$ cat config.mk
export PLATFORM = sky130hd
export DESIGN_NAME = bicolor_led_matrix_column_scan_unit_flat
export DESIGN_NICKNAME = d
export VERILOG_FILES = /design/src/hw/rtl/bclsu_pkg.sv /design/src/hw/rtl/bclsu_if.sv /design/src/hw/rtl/bclsu_front.sv /design/src/hw/rtl/bclsu_queue.sv /design/src/hw/rtl/bclsu_back.sv /design/src/hw/rtl/bicolor_led_matrix_column_scan_unit.sv /design/src/flat_wrapper.sv
export SDC_FILE = /design/constraint.sdc
export NUM_CORES = 1
export LEC_CHECK = 0
export BUFFER_PORTS_ARGS = -buffer_cell sky130_fd_sc_hd__buf_2
export CAP_MARGIN = 0
export CORE_MARGIN = 5
export CORE_UTILIZATION = 30
export CTS_CLUSTER_SIZE = 30
export DETAILED_ROUTE_END_ITERATION = 8
export PLACE_DENSITY_LB_ADDON = 0.15
export SYNTH_ARGS = -nofsm -noshare
export SYNTH_HDL_FRONTEND = slang
export SYNTH_SLANG_ARGS = --single-unit
$ cat constraint.sdc
create_clock -name clock -period 6.77 [get_ports clock]
set_input_delay 0.677 -clock clock [delete_from_list [all_inputs] [get_ports clock]]
set_output_delay 0.677 -clock clock [all_outputs]
set_load 0.05 [all_outputs]
$ cat src/hw/rtl/bclsu_pkg.sv
// ----------------------------------------------------------------------------
// bclsu_pkg
// Shared constants, command codes and types of the bicolour column scan unit.
// ----------------------------------------------------------------------------
`default_nettype none

package bclsu_pkg;

   // default number of chained 8x8 matrices
   localparam int MatrixCountDefault = 5;

   // request selector codes
   localparam logic [1:0] OP_WRITE = 2'd0;
   localparam logic [1:0] OP_SCAN  = 2'd1;
   localparam logic [1:0] OP_BLANK = 2'd2;

   // command codes between front and back
   localparam logic [1:0] CMD_WRITE = 2'd0;
   localparam logic [1:0] CMD_SCAN  = 2'd1;
   localparam logic [1:0] CMD_BLANK = 2'd2;

   localparam logic [7:0] PixelValueMax = 8'd3;
   localparam logic [7:0] BlankHeadByte = 8'hFF;

   // command queue depth, power of two
   localparam int QueueDepth = 2;

   typedef struct packed {
      logic [1:0] kind;
      logic [2:0] matrix;
      logic [2:0] row;
      logic [2:0] col;
      logic [1:0] pixel;
   } cmd_type;

endpackage

`default_nettype wire

$ cat src/hw/rtl/bclsu_if.sv
// ----------------------------------------------------------------------------
// bclsu_if
// Valid/ready channel interfaces for requests and response bytes.
// ----------------------------------------------------------------------------
`default_nettype none

interface bclsu_req_if;
   logic       valid;
   logic       ready;
   logic [1:0] op;
   logic [8:0] pixel_address;
   logic [7:0] pixel_value;
   logic [2:0] column;

   modport source (output valid, output op, output pixel_address,
                   output pixel_value, output column, input ready);
   modport sink   (input valid, input op, input pixel_address,
                   input pixel_value, input column, output ready);
endinterface

interface bclsu_rsp_if;
   logic       valid;
   logic       ready;
   logic [7:0] spi_byte;
   logic       last;

   modport source (output valid, output spi_byte, output last, input ready);
   modport sink   (input valid, input spi_byte, input last, output ready);
endinterface

`default_nettype wire

$ cat src/hw/rtl/bclsu_front.sv
// ----------------------------------------------------------------------------
// bclsu_front
// Accepts request items, classifies them and pushes commands to the queue.
// ----------------------------------------------------------------------------
`default_nettype none

module bclsu_front #(
   parameter int MATRIX_COUNT = bclsu_pkg::MatrixCountDefault
) (
   input  wire                 clock,
   input  wire                 reset,
   bclsu_req_if.sink           req,
   input  wire                 clearing,
   output logic                push_valid,
   input  wire                 push_ready,
   output bclsu_pkg::cmd_type  push_cmd
);

   localparam int StoreDepth = MATRIX_COUNT * 64;

   logic keep;
   logic addr_ok;

   assign req.ready = !clearing && push_ready;
   assign addr_ok   = 32'(req.pixel_address) < 32'(StoreDepth);

   always_comb begin
      push_cmd        = '0;
      keep            = 1'b0;
      push_cmd.matrix = req.pixel_address[8:6];
      push_cmd.row    = req.pixel_address[5:3];
      push_cmd.col    = req.pixel_address[2:0];
      // values above 3 land as blank
      push_cmd.pixel  = (req.pixel_value <= bclsu_pkg::PixelValueMax) ?
                        req.pixel_value[1:0] : 2'd0;
      unique case (req.op)
         bclsu_pkg::OP_WRITE: begin
            push_cmd.kind = bclsu_pkg::CMD_WRITE;
            keep          = addr_ok;
         end
         bclsu_pkg::OP_SCAN: begin
            push_cmd.kind = bclsu_pkg::CMD_SCAN;
            push_cmd.col  = req.column;
            keep          = 1'b1;
         end
         bclsu_pkg::OP_BLANK: begin
            push_cmd.kind = bclsu_pkg::CMD_BLANK;
            keep          = 1'b1;
         end
         default: begin
            push_cmd.kind = bclsu_pkg::CMD_WRITE;
            keep          = 1'b0;
         end
      endcase
   end

   assign push_valid = req.valid && req.ready && keep;

   a_no_accept_in_clear: assert property (@(posedge clock) disable iff (reset)
      clearing |-> !push_valid)
      else $error("command pushed during clearing pass");

   a_push_needs_room: assert property (@(posedge clock) disable iff (reset)
      push_valid |-> push_ready)
      else $error("command pushed into full queue");

   a_bad_write_dropped: assert property (@(posedge clock) disable iff (reset)
      (req.op == bclsu_pkg::OP_WRITE && !addr_ok) |-> !push_valid)
      else $error("out of range write reached the queue");

endmodule

`default_nettype wire

$ cat src/hw/rtl/bclsu_queue.sv
// ----------------------------------------------------------------------------
// bclsu_queue
// Short command queue between the front and the back.
// ----------------------------------------------------------------------------
`default_nettype none

module bclsu_queue (
   input  wire                 clock,
   input  wire                 reset,
   input  wire                 push_valid,
   output logic                push_ready,
   input  bclsu_pkg::cmd_type  push_cmd,
   output logic                pop_valid,
   input  wire                 pop_ready,
   output bclsu_pkg::cmd_type  pop_cmd
);

   localparam int PtrWidth = (bclsu_pkg::QueueDepth > 1) ?
                             $clog2(bclsu_pkg::QueueDepth) : 1;
   localparam int CntWidth = $clog2(bclsu_pkg::QueueDepth + 1);

   bclsu_pkg::cmd_type entry_ff [bclsu_pkg::QueueDepth];
   logic [PtrWidth-1:0] wr_ptr_ff, wr_ptr_in;
   logic [PtrWidth-1:0] rd_ptr_ff, rd_ptr_in;
   logic [CntWidth-1:0] count_ff, count_in;
   logic                do_push, do_pop;

   assign push_ready = count_ff != CntWidth'(bclsu_pkg::QueueDepth);
   assign pop_valid  = count_ff != '0;
   assign pop_cmd    = entry_ff[rd_ptr_ff];
   assign do_push    = push_valid && push_ready;
   assign do_pop     = pop_valid && pop_ready;

   always_comb begin
      wr_ptr_in = wr_ptr_ff;
      rd_ptr_in = rd_ptr_ff;
      count_in  = count_ff;
      if (do_push) begin
         wr_ptr_in = (32'(wr_ptr_ff) == bclsu_pkg::QueueDepth - 1) ? '0 :
                     wr_ptr_ff + 1'b1;
      end
      if (do_pop) begin
         rd_ptr_in = (32'(rd_ptr_ff) == bclsu_pkg::QueueDepth - 1) ? '0 :
                     rd_ptr_ff + 1'b1;
      end
      if (do_push && !do_pop) begin
         count_in = count_ff + 1'b1;
      end else if (do_pop && !do_push) begin
         count_in = count_ff - 1'b1;
      end
   end

   always_ff @(posedge clock) begin
      if (reset) begin
         wr_ptr_ff <= '0;
         rd_ptr_ff <= '0;
         count_ff  <= '0;
      end else begin
         wr_ptr_ff <= wr_ptr_in;
         rd_ptr_ff <= rd_ptr_in;
         count_ff  <= count_in;
      end
   end

   always_ff @(posedge clock) begin
      if (do_push) begin
         entry_ff[wr_ptr_ff] <= push_cmd;
      end
   end

   a_count_bound: assert property (@(posedge clock) disable iff (reset)
      32'(count_ff) <= bclsu_pkg::QueueDepth)
      else $error("queue count overflow");

   a_count_tracks: assert property (@(posedge clock) disable iff (reset)
      (do_push && !do_pop) |=> count_ff == $past(count_ff) + 1'b1)
      else $error("queue count lost a push");

   a_ptrs_meet_empty: assert property (@(posedge clock) disable iff (reset)
      (count_ff == '0) |-> (wr_ptr_ff == rd_ptr_ff))
      else $error("queue pointers disagree while empty");

endmodule

`default_nettype wire

$ cat src/hw/rtl/bclsu_back.sv
// ----------------------------------------------------------------------------
// bclsu_back
// Frame store, clearing pass and the byte sequencer that builds each frame.
// ----------------------------------------------------------------------------
`default_nettype none

module bclsu_back #(
   parameter int MATRIX_COUNT = bclsu_pkg::MatrixCountDefault
) (
   input  wire                 clock,
   input  wire                 reset,
   input  wire                 pop_valid,
   output logic                pop_ready,
   input  bclsu_pkg::cmd_type  pop_cmd,
   output logic                clearing,
   bclsu_rsp_if.source         rsp
);

   localparam int MatWidth   = (MATRIX_COUNT > 1) ? $clog2(MATRIX_COUNT) : 1;
   localparam int AddrWidth  = MatWidth + 3;
   localparam int WordCount  = MATRIX_COUNT * 8;
   localparam int FrameBytes = 1 + 2 * MATRIX_COUNT;
   localparam int StepWidth  = $clog2(FrameBytes);

   // byte source of the read stage
   localparam logic [1:0] SRC_CONST = 2'd0;
   localparam logic [1:0] SRC_RED   = 2'd1;
   localparam logic [1:0] SRC_GREEN = 2'd2;

   function automatic logic [7:0] reverse8(input logic [7:0] v);
      logic [7:0] r;
      for (int k = 0; k < 8; k++) begin
         r[k] = v[7-k];
      end
      return r;
   endfunction

   // one word per matrix column: red rows in [15:8], green rows in [7:0]
   logic [15:0] store_mem [WordCount];
   logic [15:0] rd_data_ff;

   logic                 clear_ff;
   logic [AddrWidth-1:0] clear_cnt_ff;

   logic                 busy_ff, busy_in;
   logic [StepWidth-1:0] step_ff, step_in;
   logic [1:0]           kind_ff, kind_in;
   logic [2:0]           col_ff, col_in;

   logic       p_valid_ff, p_valid_in;
   logic [1:0] p_src_ff, p_src_in;
   logic [7:0] p_byte_ff, p_byte_in;
   logic       p_last_ff, p_last_in;

   logic       rsp_valid_ff;
   logic [7:0] rsp_byte_ff, rsp_byte_in;
   logic       rsp_last_ff;

   logic                 advance, issue, last_issue, rd_en, wr_en;
   logic                 load_cmd;
   logic [MatWidth-1:0]  rd_mat;
   logic [AddrWidth-1:0] rd_addr, wr_addr;

   assign clearing   = clear_ff;
   assign advance    = !rsp_valid_ff || rsp.ready;
   assign issue      = busy_ff && advance;
   assign last_issue = issue && (step_ff == StepWidth'(FrameBytes - 1));

   // writes wait until the current frame has issued all its reads
   always_comb begin
      pop_ready = 1'b0;
      if (!clear_ff && pop_valid) begin
         if (!busy_ff) begin
            pop_ready = 1'b1;
         end else if (last_issue && pop_cmd.kind != bclsu_pkg::CMD_WRITE) begin
            pop_ready = 1'b1;
         end
      end
   end

   assign load_cmd = pop_ready && pop_cmd.kind != bclsu_pkg::CMD_WRITE;
   assign wr_en    = pop_ready && pop_cmd.kind == bclsu_pkg::CMD_WRITE;
   assign wr_addr  = {MatWidth'(pop_cmd.matrix), pop_cmd.col};

   always_comb begin
      busy_in = busy_ff;
      step_in = step_ff;
      kind_in = kind_ff;
      col_in  = col_ff;
      if (load_cmd) begin
         busy_in = 1'b1;
         step_in = '0;
         kind_in = pop_cmd.kind;
         col_in  = pop_cmd.col;
      end else if (last_issue) begin
         busy_in = 1'b0;
      end else if (issue) begin
         step_in = step_ff + 1'b1;
      end
   end

   // read stage: work out the byte source for the current step
   always_comb begin
      p_valid_in = p_valid_ff;
      p_src_in   = p_src_ff;
      p_byte_in  = p_byte_ff;
      p_last_in  = p_last_ff;
      rd_en      = 1'b0;
      rd_mat     = '0;
      if (advance) begin
         p_valid_in = issue;
         p_src_in   = SRC_CONST;
         p_byte_in  = 8'd0;
         p_last_in  = step_ff == StepWidth'(FrameBytes - 1);
         if (kind_ff == bclsu_pkg::CMD_BLANK) begin
            if (step_ff == '0) begin
               p_byte_in = bclsu_pkg::BlankHeadByte;
            end
         end else if (step_ff == '0) begin
            p_byte_in = 8'h80 >> col_ff;
         end else if (32'(step_ff) <= MATRIX_COUNT) begin
            // red bytes run from the far matrix down
            p_src_in = SRC_RED;
            rd_mat   = MatWidth'(MATRIX_COUNT - 32'(step_ff));
            rd_en    = issue;
         end else begin
            p_src_in = SRC_GREEN;
            rd_mat   = MatWidth'(32'(step_ff) - MATRIX_COUNT - 1);
            rd_en    = issue;
         end
      end
   end

   assign rd_addr = {rd_mat, col_ff};

   always_comb begin
      unique case (p_src_ff)
         SRC_RED:   rsp_byte_in = reverse8(rd_data_ff[15:8]);
         SRC_GREEN: rsp_byte_in = rd_data_ff[7:0];
         default:   rsp_byte_in = p_byte_ff;
      endcase
   end

   always_ff @(posedge clock) begin
      if (reset) begin
         clear_ff     <= 1'b1;
         clear_cnt_ff <= '0;
         busy_ff      <= 1'b0;
         p_valid_ff   <= 1'b0;
         rsp_valid_ff <= 1'b0;
      end else begin
         if (clear_ff && clear_cnt_ff == AddrWidth'(WordCount - 1)) begin
            clear_ff <= 1'b0;
         end
         clear_cnt_ff <= clear_cnt_ff + 1'b1;
         busy_ff      <= busy_in;
         p_valid_ff   <= p_valid_in;
         if (advance) begin
            rsp_valid_ff <= p_valid_ff;
         end
      end
   end

   always_ff @(posedge clock) begin
      step_ff   <= step_in;
      kind_ff   <= kind_in;
      col_ff    <= col_in;
      p_src_ff  <= p_src_in;
      p_byte_ff <= p_byte_in;
      p_last_ff <= p_last_in;
      if (advance) begin
         rsp_byte_ff <= rsp_byte_in;
         rsp_last_ff <= p_last_ff;
      end
   end

   always_ff @(posedge clock) begin
      if (clear_ff) begin
         store_mem[clear_cnt_ff] <= '0;
      end else if (wr_en) begin
         store_mem[wr_addr][8 + 32'(pop_cmd.row)] <= pop_cmd.pixel[1];
         store_mem[wr_addr][32'(pop_cmd.row)]     <= pop_cmd.pixel[0];
      end
      if (rd_en) begin
         rd_data_ff <= store_mem[rd_addr];
      end
   end

   assign rsp.valid    = rsp_valid_ff;
   assign rsp.spi_byte = rsp_byte_ff;
   assign rsp.last     = rsp_last_ff;

   a_quiet_in_clear: assert property (@(posedge clock) disable iff (reset)
      clear_ff |-> (!rsp_valid_ff && !busy_ff && !pop_ready))
      else $error("activity during clearing pass");

   a_no_write_in_frame: assert property (@(posedge clock) disable iff (reset)
      wr_en |-> !busy_ff)
      else $error("store written while a frame is reading");

   a_step_bound: assert property (@(posedge clock) disable iff (reset)
      busy_ff |-> 32'(step_ff) <= FrameBytes - 1)
      else $error("frame step out of range");

   a_last_ends_frame: assert property (@(posedge clock) disable iff (reset)
      (last_issue && !load_cmd) |=> !busy_ff)
      else $error("sequencer kept running past the final byte");

endmodule

`default_nettype wire

$ cat src/hw/rtl/bicolor_led_matrix_column_scan_unit.sv
// ----------------------------------------------------------------------------
// bicolor_led_matrix_column_scan_unit
// Two-colour LED matrix column scan driver: frame store plus byte sequencer.
// ----------------------------------------------------------------------------
// first-byte path: an accepted item passes the command queue, the sequencer
// registers, the read stage and the output register
// throughput: one byte per cycle while the receiver is ready; each scan or
// blanking item gives 1 + 2*MATRIX_COUNT (11) bytes
// a pixel write waits until a frame in flight has issued all its reads
// reset: synchronous; a clearing pass zeroes all MATRIX_COUNT*8 (40) words of
// the store, and no item is taken until it ends
`default_nettype none

module bicolor_led_matrix_column_scan_unit #(
   parameter int MATRIX_COUNT = bclsu_pkg::MatrixCountDefault
) (
   input  wire          clock,
   input  wire          reset,
   bclsu_req_if.sink    req,
   bclsu_rsp_if.source  rsp
);

   logic               clearing;
   logic               push_valid, push_ready;
   logic               pop_valid, pop_ready;
   bclsu_pkg::cmd_type push_cmd, pop_cmd;

   bclsu_front #(
      .MATRIX_COUNT(MATRIX_COUNT)
   ) u_front (
      .clock      (clock),
      .reset      (reset),
      .req        (req),
      .clearing   (clearing),
      .push_valid (push_valid),
      .push_ready (push_ready),
      .push_cmd   (push_cmd)
   );

   bclsu_queue u_queue (
      .clock      (clock),
      .reset      (reset),
      .push_valid (push_valid),
      .push_ready (push_ready),
      .push_cmd   (push_cmd),
      .pop_valid  (pop_valid),
      .pop_ready  (pop_ready),
      .pop_cmd    (pop_cmd)
   );

   bclsu_back #(
      .MATRIX_COUNT(MATRIX_COUNT)
   ) u_back (
      .clock     (clock),
      .reset     (reset),
      .pop_valid (pop_valid),
      .pop_ready (pop_ready),
      .pop_cmd   (pop_cmd),
      .clearing  (clearing),
      .rsp       (rsp)
   );

endmodule

`default_nettype wire

$ cat src/flat_wrapper.sv
// flat-port wrapper written by rule: the top's interface ports become plain ports
module bicolor_led_matrix_column_scan_unit_flat 
#(
   parameter int MATRIX_COUNT = bclsu_pkg::MatrixCountDefault
)
  (clock, reset, req_valid, req_op, req_pixel_address, req_pixel_value, req_column, req_ready, rsp_valid, rsp_spi_byte, rsp_last, rsp_ready);
  bclsu_req_if req_i ();
  bclsu_rsp_if rsp_i ();
  input  wire clock;
  input  wire reset;
  input wire logic [$bits(req_i.valid)-1:0] req_valid;
  input wire logic [$bits(req_i.op)-1:0] req_op;
  input wire logic [$bits(req_i.pixel_address)-1:0] req_pixel_address;
  input wire logic [$bits(req_i.pixel_value)-1:0] req_pixel_value;
  input wire logic [$bits(req_i.column)-1:0] req_column;
  output wire logic [$bits(req_i.ready)-1:0] req_ready;
  output wire logic [$bits(rsp_i.valid)-1:0] rsp_valid;
  output wire logic [$bits(rsp_i.spi_byte)-1:0] rsp_spi_byte;
  output wire logic [$bits(rsp_i.last)-1:0] rsp_last;
  input wire logic [$bits(rsp_i.ready)-1:0] rsp_ready;
  assign req_i.valid = req_valid;
  assign req_i.op = req_op;
  assign req_i.pixel_address = req_pixel_address;
  assign req_i.pixel_value = req_pixel_value;
  assign req_i.column = req_column;
  assign req_ready = req_i.ready;
  assign rsp_valid = rsp_i.valid;
  assign rsp_spi_byte = rsp_i.spi_byte;
  assign rsp_last = rsp_i.last;
  assign rsp_i.ready = rsp_ready;
  bicolor_led_matrix_column_scan_unit #(.MATRIX_COUNT(MATRIX_COUNT)) u_core (.clock(clock), .reset(reset), .req(req_i), .rsp(rsp_i));
endmodule
==> impl_metrics.json, run 1 <==
{
  "outcome": "finished clean",
  "first_pass_iters": 5,
  "drtIter0Drc": 1407,
  "syn_inst": 1961,
  "switching_power_mw": 1.88,
  "clkLatencyLatePin_ns": 0.63,
  "die_h_um": 329,
  "required_ns": 7.11,
  "finalWirelength_um": 88400,
  "cts_resized": 0,
  "yosys_register_bits": 726,
  "regArea_um2": 21600,
  "ys_seq_area_frac": 0.708,
  "hold_viol": 0,
  "synth_fa_ha_area_frac": 0.00533,
  "clock_sinks": 726,
  "clkPwrFrac": 0.469,
  "crit_path_start_kind": "flip-flop",
  "synthMuxAreaShare": 0.124,
  "comb_power_share": 0.010,
  "grt_max_degree": 197,
  "cap_violations": 0,
  "cts_root_buf": "clkbuf_16",
  "multi_input_area_um2": 8390,
  "hpwl_um": 55400,
  "grt.total_usage": 0.162,
  "gr-total-overflow": 0,
  "p_per_area_nw_per_um2": 270,
  "drive_gt1_frac": 0.191,
  "route.antenna.remaining_nets": 0,
  "cts_buffer_depth": 3,
  "stdcell_count": 3431,
  "cp_max_fo": 196,
  "grt_pass1_vias": 17900,
  "min_path_type": "in -> reg",
  "area_delta_synth_final_pct": 14.5,
  "synth_flop_cell": "edfxtp_1",
  "cts_inserted_buffers": 82,
  "total_power_mw": 9.44,
  "finalSetupViolCount": 0,
  "htree_levels": 3,
  "cp.arrival_ns": 4.54,
  "max_slew_margin": 0.159,
  "place_inst": 3286,
  "dieArea_um2": 108000,
  "synth_xor_area_frac": 0.00258,
  "fin_crit_ns": 4.20,
  "n_fill_cell": 9639,
  "grt_pass1_wl_um": 126000,
  "place_congestion": 0.805,
  "fmax_ghz": 0.238,
  "p_int_mw": 7.57,
  "final_util": 0.345,
  "start_util": 0.301,
  "syn-cell-area_um2": 30500,
  "fin_crit_sh": 0.621,
  "tns_ns": 0,
  "via_count": 17100,
  "post_cts_buffers": 0,
  "finalMaxSlewViolations": 0,
  "core_area_um2": 101000,
  "seq_power_share": 0.521,
  "synth-simple-area-share": 0.0841,
  "rsz0062_at_grt": "false",
  "ys_types": 71,
  "ys_warn_count": 0,
  "clk_pin_slew_ns": 0.06,
  "nets": 2041,
  "skew_ns": 0.0242,
  "p_leak_nw": 11.3,
  "end_kind": "flip-flop",
  "drc": 0,
  "antenna_found_initial": 2,
  "irDropWorstVdd_mv": 0.151,
  "viasPerCell": 4.98,
  "async_flop_share": 0,
  "cts_tree": "built",
  "switching_share": 0.199,
  "cts_hold_buf": 0,
  "synth_compound_area_frac": 0.0523,
  "synth_fp_nets": 2000,
  "wl_per_cell_um": 25.8,
  "synth_area_per_cell_um2": 15.6,
  "tightest_slew_ns": 1.26,
  "design.portCount": 37,
  "die-width_um": 329,
  "synth_top_family_by_area": "multiplexers",
  "crit_type": "reg -> reg",
  "synth_edf_count": 707,
  "num_rows": 117,
  "io_buffers": 36
}
==> critical path: stages (launching register included) <==
cell and delay [ns]:
dfxtp_1 1.08, nor3b_2 0.42, o211ai_4 0.11, buf_4 0.29
or2_2 0.56, inv_8 0.73, buf_12 0.51
==> cells by family after synthesis <==
kind of cell / Yosys count
multiplexers: 237
flip-flops: 726
XOR/XNOR: 9
buffers and inverters: 141
AO/OA/AOI/OAI: 229
adder cells (fa/ha/maj): 13
AND/OR/NAND/NOR: 606
==> state kept, by name (all words and copies together) (netlist names), 3 cells and up, named ones only <==
| signal | cells |
|---|---|
| u_core.u_back.rsp.spi_byte | 8 |
| u_core.u_back.clear_cnt_ff | 6 |
| u_core.u_queue.entry_ff | 26 |
| u_core.u_back.store_mem | 640 |
| u_core.u_back.col_ff | 3 |
| u_core.u_back.step_ff | 4 |
| u_core.u_back.p_byte_ff | 8 |
| u_core.u_back.rd_data_ff | 16 |
==> power groups by stage <==
stage	sequential, mW	clock, mW	combinational, mW
after floorplan	5.00	0	0.0602
after global placement	5.01	0	0.0926
after detailed placement	5.01	0	0.0954
after CTS	4.92	4.54	0.0957
after global routing	4.92	4.72	0.104
final	4.92	4.43	0.0939
==> cell usage after synthesis, drive strengths merged, types with 6 or more instances <==
master,n,share of area
or3,7,0.0016
nand3,25,0.0045
inv,19,0.0023
nor2,387,0.048
edfxtp,707,0.70
buf,65,0.015
nand2b,8,0.0016
a221oi,8,0.0023
o211ai,6,0.0016
a211oi,11,0.0030
o31ai,10,0.0050
nand2,125,0.016
a21oi,51,0.0085
mux2,39,0.014
dfxtp,19,0.012
o21ai,48,0.0079
nor2b,14,0.0030
mux4,109,0.080
ha,13,0.0053
o22ai,32,0.0066
clkbuf,56,0.0069
mux2i,89,0.029
a22oi,22,0.0054
a2bb2oi,12,0.0034
nor3,8,0.0013
==> cells in the final DEF (no fill, tap or decap), types with 4 or more instances in the layout <==
cell / synthesis / final
clkinv_1: 1 / 16
clkinv_2: 0 / 8
a22oi_1: 22 / 22
nor2b_1: 13 / 12
mux2i_4: 0 / 8
nand2b_1: 8 / 8
nand2_2: 12 / 12
edfxtp_1: 707 / 707
a221oi_1: 8 / 8
nand2_1: 113 / 113
xnor2_1: 4 / 4
mux2i_1: 89 / 80
nand3b_1: 5 / 5
xor2_1: 5 / 5
o22ai_1: 32 / 32
a211oi_1: 9 / 9
o21ai_0: 33 / 33
buf_2: 24 / 36
inv_1: 19 / 18
mux2_2: 37 / 37
a21oi_4: 0 / 6
o211ai_1: 5 / 5
nor3_1: 8 / 8
and3_1: 5 / 5
o31ai_2: 7 / 7
nor2_1: 387 / 384
bufinv_16: 0 / 10
clkbuf_16: 0 / 83
clkbuf_1: 56 / 17
a21oi_1: 50 / 44
dfxtp_1: 19 / 19
nand3_1: 24 / 24
o21ai_1: 15 / 15
buf_4: 27 / 40
a2bb2oi_1: 12 / 12
ha_1: 13 / 13
or3_1: 6 / 6
mux4_2: 109 / 109
==> path summary, 6_finish.rpt <==
kind	slack (ns)	from	end	cells after the start
setup / recovery	2.57	flip-flop	u_core.u_back.store_mem[33][12]	6
hold reg to reg	0.42	u_core.u_back.p_last_ff	u_core.u_back.rsp.last	0
setup reg to reg	2.57	flip-flop	u_core.u_back.store_mem[33][12]	6
hold / removal	0.24	req_pixel_address[4]	u_core.u_queue.entry_ff[0][6]	1
==> layer usage <==
metal | wire length (µm) | global-route usage | part of all wire
met5 | 13 | 0 | 0.00015
met4 | 2430 | 0.0520 | 0.027
met3 | 4070 | 0.0267 | 0.046
met2 | 44600 | 0.282 | 0.50
met1 | 37200 | 0.207 | 0.42
==> stage by stage <==
stage	hold WS (ns)	setup WS [ns]	area (µm²)
6_report	0.242	2.57	35000
5_1_grt	0.221	2.19	35000
2_1_floorplan	0.400	0.987	30500
4_1_cts	0.202	2.45	35000
3_3_place_gp	0.405	2.60	32300
3_5_place_dp	0.413	2.48	32300
==> cell type report <==
cell class              count  share of cell area
well taps                1368              0.0490
repair buffers             78              0.0149
clock inverters            43              0.0144
clock buffers             100              0.0612
multi-input cells        1094               0.240
diodes                      2            0.000143
inverters                  20             0.00236
flip-flops and latches    726               0.618
(Power assumes the default switching activity.)
==> run 2: changes to the inputs <==
- clock period: 6.77 -> 3.55 ns (I/O delays scaled with it)
==> run 2 against run 1 <==
Sequential share of layout area fell by 0.94 points; sequential power rose by 90%; non-clock buffer count rose by 61; count of clock-buffer cells in the layout increased by 4; hold slack worse by 0.18 ns; clock skew down 0.00057 ns; routed wire length barely moved; critical endpoint is now u_core.u_back.rd_data_ff[14].
==> impl_metrics.json, run 2 (synthesis results as in run 1) <==
{
  "outcome": "finished clean",
  "clkPwrFrac": 0.458,
  "drive_gt1_frac": 0.210,
  "cp_max_fo": 8,
  "hpwl_um": 57600,
  "grt_pass1_vias": 18000,
  "finalSetupViolCount": 0,
  "fin_hold_ws_ns": 0.0574,
  "comb_power_share": 0.011,
  "cts_root_buf": "clkbuf_16",
  "crit_type": "reg -> reg",
  "most-common-layout-cells": "707 x edfxtp_1, 385 x nor2_1, 113 x nand2_1",
  "die_h_um": 329,
  "fmax_ghz": 0.305,
  "hold_viol": 0,
  "drtIter0Drc": 1426,
  "antenna_found_initial": 2,
  "clkLatencyLatePin_ns": 0.63,
  "grt.total_usage": 0.162,
  "io_buffers": 36,
  "rsz0062_at_grt": "false",
  "clk_pin_slew_ns": 0.06,
  "clock_sinks": 726,
  "cts_resized": 0,
  "place_inst": 3341,
  "cts_inserted_buffers": 80,
  "p_int_mw": 14.1,
  "num_rows": 117,
  "route.antenna.remaining_nets": 0,
  "crit_path_start_kind": "flip-flop",
  "htree_levels": 3,
  "stdcell_count": 3487,
  "final_common_cell": "edfxtp_1",
  "area_delta_synth_final_pct": 16.3,
  "finalWirelength_um": 88500,
  "max_slew_margin": 0.380,
  "core_area_um2": 101000,
  "cap_violations": 0,
  "p_per_area_nw_per_um2": 497,
  "fin_crit_ns": 3.28,
  "grt_pass1_wl_um": 127000,
  "switching_share": 0.199,
  "seq_power_share": 0.531,
  "end_kind": "flip-flop",
  "grt_max_degree": 153,
  "cts_tree": "built",
  "start_util": 0.301,
  "required_ns": 3.94,
  "design.portCount": 37,
  "nets": 2100,
  "first_pass_iters": 8,
  "min_path_type": "in -> reg",
  "fin_crit_sh": 0.923,
  "drc": 0,
  "cts_buffer_depth": 3,
  "place_congestion": 0.824,
  "largest_reg_flops": 640,
  "skew_ns": 0.0236,
  "reg.largest.list": "u_core.u_back.store_mem (640), u_core.u_queue.entry_ff (26), u_core.u_back.rd_data_ff (16)",
  "switching_power_mw": 3.52,
  "viasPerCell": 4.99,
  "via_count": 17400,
  "n_antenna_cell": 0,
  "gr-total-overflow": 0,
  "die-width_um": 329,
  "n_fill_cell": 9651,
  "top_register": "u_core.u_back.store_mem",
  "p_leak_nw": 11.6,
  "irDropWorstVdd_mv": 0.295,
  "dieArea_um2": 108000,
  "finalMaxSlewViolations": 0,
  "cp.arrival_ns": 3.66,
  "tightest_slew_ns": 0.920,
  "wl_per_cell_um": 25.4
}
==> run 2: cell types whose count changed in the layout (fill, tap and decap cells not counted), sizes merged <==
cell,previous run,this run
buf,78,133
dlygate4sd3,0,6
bufinv,10,5
clkbuf,100,104
inv,23,20
diode,2,0
clkinvlp,2,3
==> run 2: through the flow <==
stage	worst slack (ns)	setup TNS (ns)	cell area, µm²	util	power, mW
2_1_floorplan	-0.579	-185.16	30600	-	9.65
6_report	0.273	0	35500	0.350	17.6
3_5_place_dp	0.434	0	32900	0.325	9.74
4_1_cts	0.409	0	35500	0.350	17.8
3_3_place_gp	0.478	0	32900	0.325	9.74
5_1_grt	0.178	0	35500	0.350	18.2
==> run 2: area by class of cell <==
class,instances,area [µm²],share of cell area
clock buffers,104,2200,0.0618
clock inverters,36,320,0.00902
inverters,20,78.8,0.00222
multi-input cells,1094,8400,0.236
flip-flops and latches,726,21600,0.609
well taps,1368,1710,0.0482
repair buffers,139,1190,0.0336
==> run 2: routing by layer <==
metal	up-vias	part of all wire	GRT usage
met5	-	0.00099	0.00577
met4	2	0.027	0.0516
met3	124	0.053	0.0294
met2	444	0.48	0.270
met1	9090	0.43	0.216
li1	7723	-	-
==> run 2: final timing paths <==
check / from / to / slack [ns] / cells past startpoint
worst max-delay path: u_core.u_back.step_ff[0] / u_core.u_back.rd_data_ff[14] / 0.27 / 8
worst min-delay path: req_column[2] / u_core.u_queue.entry_ff[0][4] / 0.06 / 2
worst max register to register: u_core.u_back.step_ff[0] / u_core.u_back.rd_data_ff[14] / 0.27 / 8
worst min register to register: u_core.u_back.p_last_ff / u_core.u_back.rsp.last / 0.42 / 0
==> run 2: power by group through the flow <==
stage,clock (mW),combinational [mW],sequential (mW)
after CTS,8.26,0.197,9.37
after detailed placement,0,0.191,9.55
after global routing,8.62,0.211,9.37
final,8.08,0.195,9.37
after floorplan,0,0.115,9.54
after global placement,0,0.184,9.55
==> run 2: worst max-delay path, stage by stage, from the launching register on <==
cell and delay (ns):
dfxtp_1 0.48, inv_1 0.16, ha_1 0.24, nor3b_2 0.38, nor2_1 0.18, or3_1 0.37
o211ai_1 0.41, o21ai_0 0.49, and3_1 0.33
==> run 2: what timing repair did <==
action,4_1_cts,5_1_grt
endpoints found under the hold margin,12,0
hold buffers,6,0
buffers inserted,0,0
==> run 3: changes to the inputs <==
- CORE_MARGIN: 5 -> 1
- SYNTH_HIERARCHICAL: unset -> 1
==> run 3 against run 2 <==
Synthesized cell count down 3.9%; register-to-register slack worse by 0.06 ns; critical path depth down 3; combinational power rose to 3.5 times the previous value; cell count down 3.0%; flip-flop and latch count unchanged; area after synthesis up 0.85%; hold slack worse by 0.018 ns; clock skew up 0.0050 ns; first-iteration DRC count up 3.8%; count of clock-buffer cells in the layout up 1; largest cell class unchanged.
==> impl_metrics.json, run 3 <==
{
  "drc": 0,
  "yosys-top-cells-area": "edfxtp_1 69%, mux4_2 10%, nor2_1 2.8%, nor3_1 2.2%, mux2i_1 2.0%",
  "synth_top_cell_area_share": 0.690,
  "synth_fa_ha_area_frac": 0.00528,
  "synth_top_cell_by_area": "edfxtp_1",
  "clock_sinks": 726,
  "final_common_cell": "edfxtp_1",
  "syn-cell-area_um2": 30800,
  "tightest_slew_ns": 0.957,
  "required_ns": 3.88,
  "seq_power_share": 0.516,
  "synth-simple-area-share": 0.0890,
  "viasPerCell": 5.04,
  "area_delta_synth_final_pct": 15.3,
  "path_depth": 5,
  "switching_share": 0.220,
  "grt.total_usage": 0.164,
  "min_path_type": "in -> reg",
  "synth_top_family_by_area": "multiplexers",
  "first_pass_iters": 7,
  "fin_crit_sh": 0.938,
  "cts_tree": "built",
  "die-width_um": 322,
  "htree_levels": 3,
  "clk_pin_slew_ns": 0.06,
  "dieArea_um2": 104000,
  "num_rows": 117,
  "synth_flop_cell": "edfxtp_1",
  "r2r.worst_path.cells": 5,
  "r2r-start": "u_core/u_back/col_ff[1]",
  "cts_root_buf": "clkbuf_16",
  "crit_chain": "nand2_1, o22ai_1, a222oi_1, o21ai_0, o221ai_1",
  "cp_slowest_cell": "edfxtp_1",
  "top_register": "u_core/u_back/store_mem",
  "hpwl_um": 53200,
  "die_h_um": 322,
  "most-common-layout-cells": "707 x edfxtp_1, 226 x nor2_1, 138 x nor3_1, 138 x mux4_2, 84 x clkbuf_16",
  "drtIter0Drc": 1480,
  "clkLatencyLatePin_ns": 0.65,
  "synthTopCellsByCount": "707 x edfxtp_1, 231 x nor2_1, 138 x mux4_2, 138 x nor3_1, 69 x buf_2",
  "outcome": "finished clean",
  "switching_power_mw": 4.02,
  "cp_max_fo": 10,
  "synth_edf_count": 707,
  "rsz0062_at_grt": "false",
  "stdcell_count": 3383,
  "hold_depth": 2,
  "ys_types": 79,
  "skew_ns": 0.0286,
  "critPathTopFamily": "compound AO/OA/AOI/OAI gates",
  "route.antenna.remaining_nets": 0,
  "place_congestion": 0.788,
  "synth_fp_nets": 1923,
  "ys_seq_area_frac": 0.702,
  "yosysMostFrequentCell": "edfxtp_1",
  "syn_inst": 1884,
  "crit_path_start": "u_core/u_back/col_ff[1]",
  "cp.arrival_ns": 3.66,
  "final_util": 0.349,
  "via_count": 17000,
  "place_inst": 3223,
  "critPathBufInv": 0,
  "async_flop_share": 0,
  "finalSetupViolCount": 0,
  "p_per_area_nw_per_um2": 515,
  "cap_violations": 0,
  "grt_pass1_vias": 17900,
  "fin_crit_ns": 3.33,
  "synthMuxAreaShare": 0.134,
  "fin_hold_ws_ns": 0.0395,
  "fmax_ghz": 0.300,
  "start_util": 0.303,
  "antenna_found_initial": 4,
  "total_power_mw": 18.3,
  "yosys_register_bits": 726,
  "ys_warn_count": 6,
  "finalWirelength_um": 85000,
  "crit_path_start_kind": "flip-flop",
  "end_kind": "flip-flop",
  "finalMaxSlewViolations": 0,
  "cts_inserted_buffers": 83,
  "synth_compound_area_frac": 0.0384,
  "design.portCount": 37,
  "grt_pass1_wl_um": 124000,
  "p_int_mw": 14.2,
  "largest_reg_flops": 640,
  "synth_xor_area_frac": 0.00256,
  "cts_buffer_depth": 3,
  "grt_max_degree": 115,
  "core_area_um2": 102000,
  "reg.largest.list": "u_core/u_back/store_mem (640), u_core/u_queue/entry_ff (26), u_core/u_back/rd_data_ff (16)",
  "worstHoldStart": "req_pixel_value[4]",
  "nets": 1987,
  "clkPwrFrac": 0.446,
  "max_slew_margin": 0.362,
  "n_fill_cell": 9728,
  "crit_type": "reg -> reg",
  "slowest_delay_ns": 0.97,
  "p_leak_nw": 12.8,
  "synth_area_per_cell_um2": 16.3,
  "irDropWorstVdd_mv": 0.317,
  "wl_per_cell_um": 25.1,
  "gr-total-overflow": 0,
  "io_buffers": 36,
  "drive_gt1_frac": 0.240,
  "hold_viol": 0,
  "comb_power_share": 0.038
}
==> run 3: cell count changes in the layout (fill, tap and decap cells not counted), moves of 9 or more <==
| cell | previous run | this run |
|---|---|---|
| o21ai_1 | 15 | 4 |
| mux2i_1 | 80 | 60 |
| or2_2 | 2 | 12 |
| mux4_2 | 109 | 138 |
| nor2_1 | 385 | 226 |
| a22oi_1 | 22 | 11 |
| a21oi_1 | 44 | 29 |
| a2bb2oi_1 | 12 | 1 |
| nor2_4 | 2 | 11 |
| nand2_1 | 113 | 67 |
| nor3_1 | 8 | 138 |
| o21ai_0 | 33 | 21 |
==> run 3: metrics by stage <==
step,setup WS [ns],instance area [µm²],TNS (ns)
3_3_place_gp,-0.0404,32800,-0.0625
2_1_floorplan,0.0791,30800,0
4_1_cts,0.195,35500,0
3_5_place_dp,-0.0217,32800,-0.0217
6_report,0.218,35500,0
5_1_grt,0.0470,35500,0
==> run 3: worst reg2reg max path: stages (launching register included) <==
cell      delay (ns)
edfxtp_1        0.97
nand2_1         0.76
o22ai_1         0.46
a222oi_1        0.16
o21ai_0         0.47
o221ai_1        0.21
==> run 3: kinds of logic (layout without fill, tap and decap cells) <==
| family | after synthesis | after routing |
|---|---|---|
| flops | 726 | 726 |
| simple gates | 565 | 565 |
| mux | 233 | 233 |
| buf+inv | 175 | 305 |
| compound gates | 163 | 163 |
| fa+ha+maj | 13 | 13 |
| xor+xnor | 9 | 9 |
| other cells | 0 | 1 |
==> run 3: worst paths after layout <==
| path | endpoint | slack [ns] |
|---|---|---|
| max | u_core/u_back/rd_data_ff[9] | 0.22 |
| min | u_core/u_queue/entry_ff[1][1] | 0.04 |
| max reg2reg | u_core/u_back/rd_data_ff[9] | 0.22 |
| min reg2reg | u_core/u_back/rsp.last | 0.42 |
==> run 3: timing repair <==
item | in CTS | in global routing
gates resized for setup | 1 | 0
endpoints found under the hold margin | 14 | 0
buffers inserted | 0 | 0
hold buffers | 8 | 0
setup endpoints to repair | 3 | 0
==> run 3: cell type report <==
cell class	count	area [µm²]	share of cell area
diodes	1	2.50	0.0000705
clock buffers	105	2180	0.0615
clock inverters	46	395	0.0111
inverters	16	60.1	0.00169
multi-input cells	983	8320	0.235
flip-flops and latches	726	21600	0.609
well taps	1368	1710	0.0482
repair buffers	138	1200	0.0339
==> run 3: metal layers <==
metal / up-vias / track usage / wire length [µm]
met5: - / 0 / 0
met4: 0 / 0.0501 / 1910
met3: 115 / 0.0281 / 4550
met2: 436 / 0.274 / 41300
met1: 8992 / 0.219 / 37200
li1: 7504 / - / -
==> run 3: power by group through the flow <==
stage	clock (mW)	sequential, mW	combinational, mW
after floorplan	0	9.62	0.374
after global placement	0	9.60	0.680
after detailed placement	0	9.60	0.689
after CTS	8.35	9.42	0.698
after global routing	8.65	9.42	0.735
final	8.15	9.42	0.691
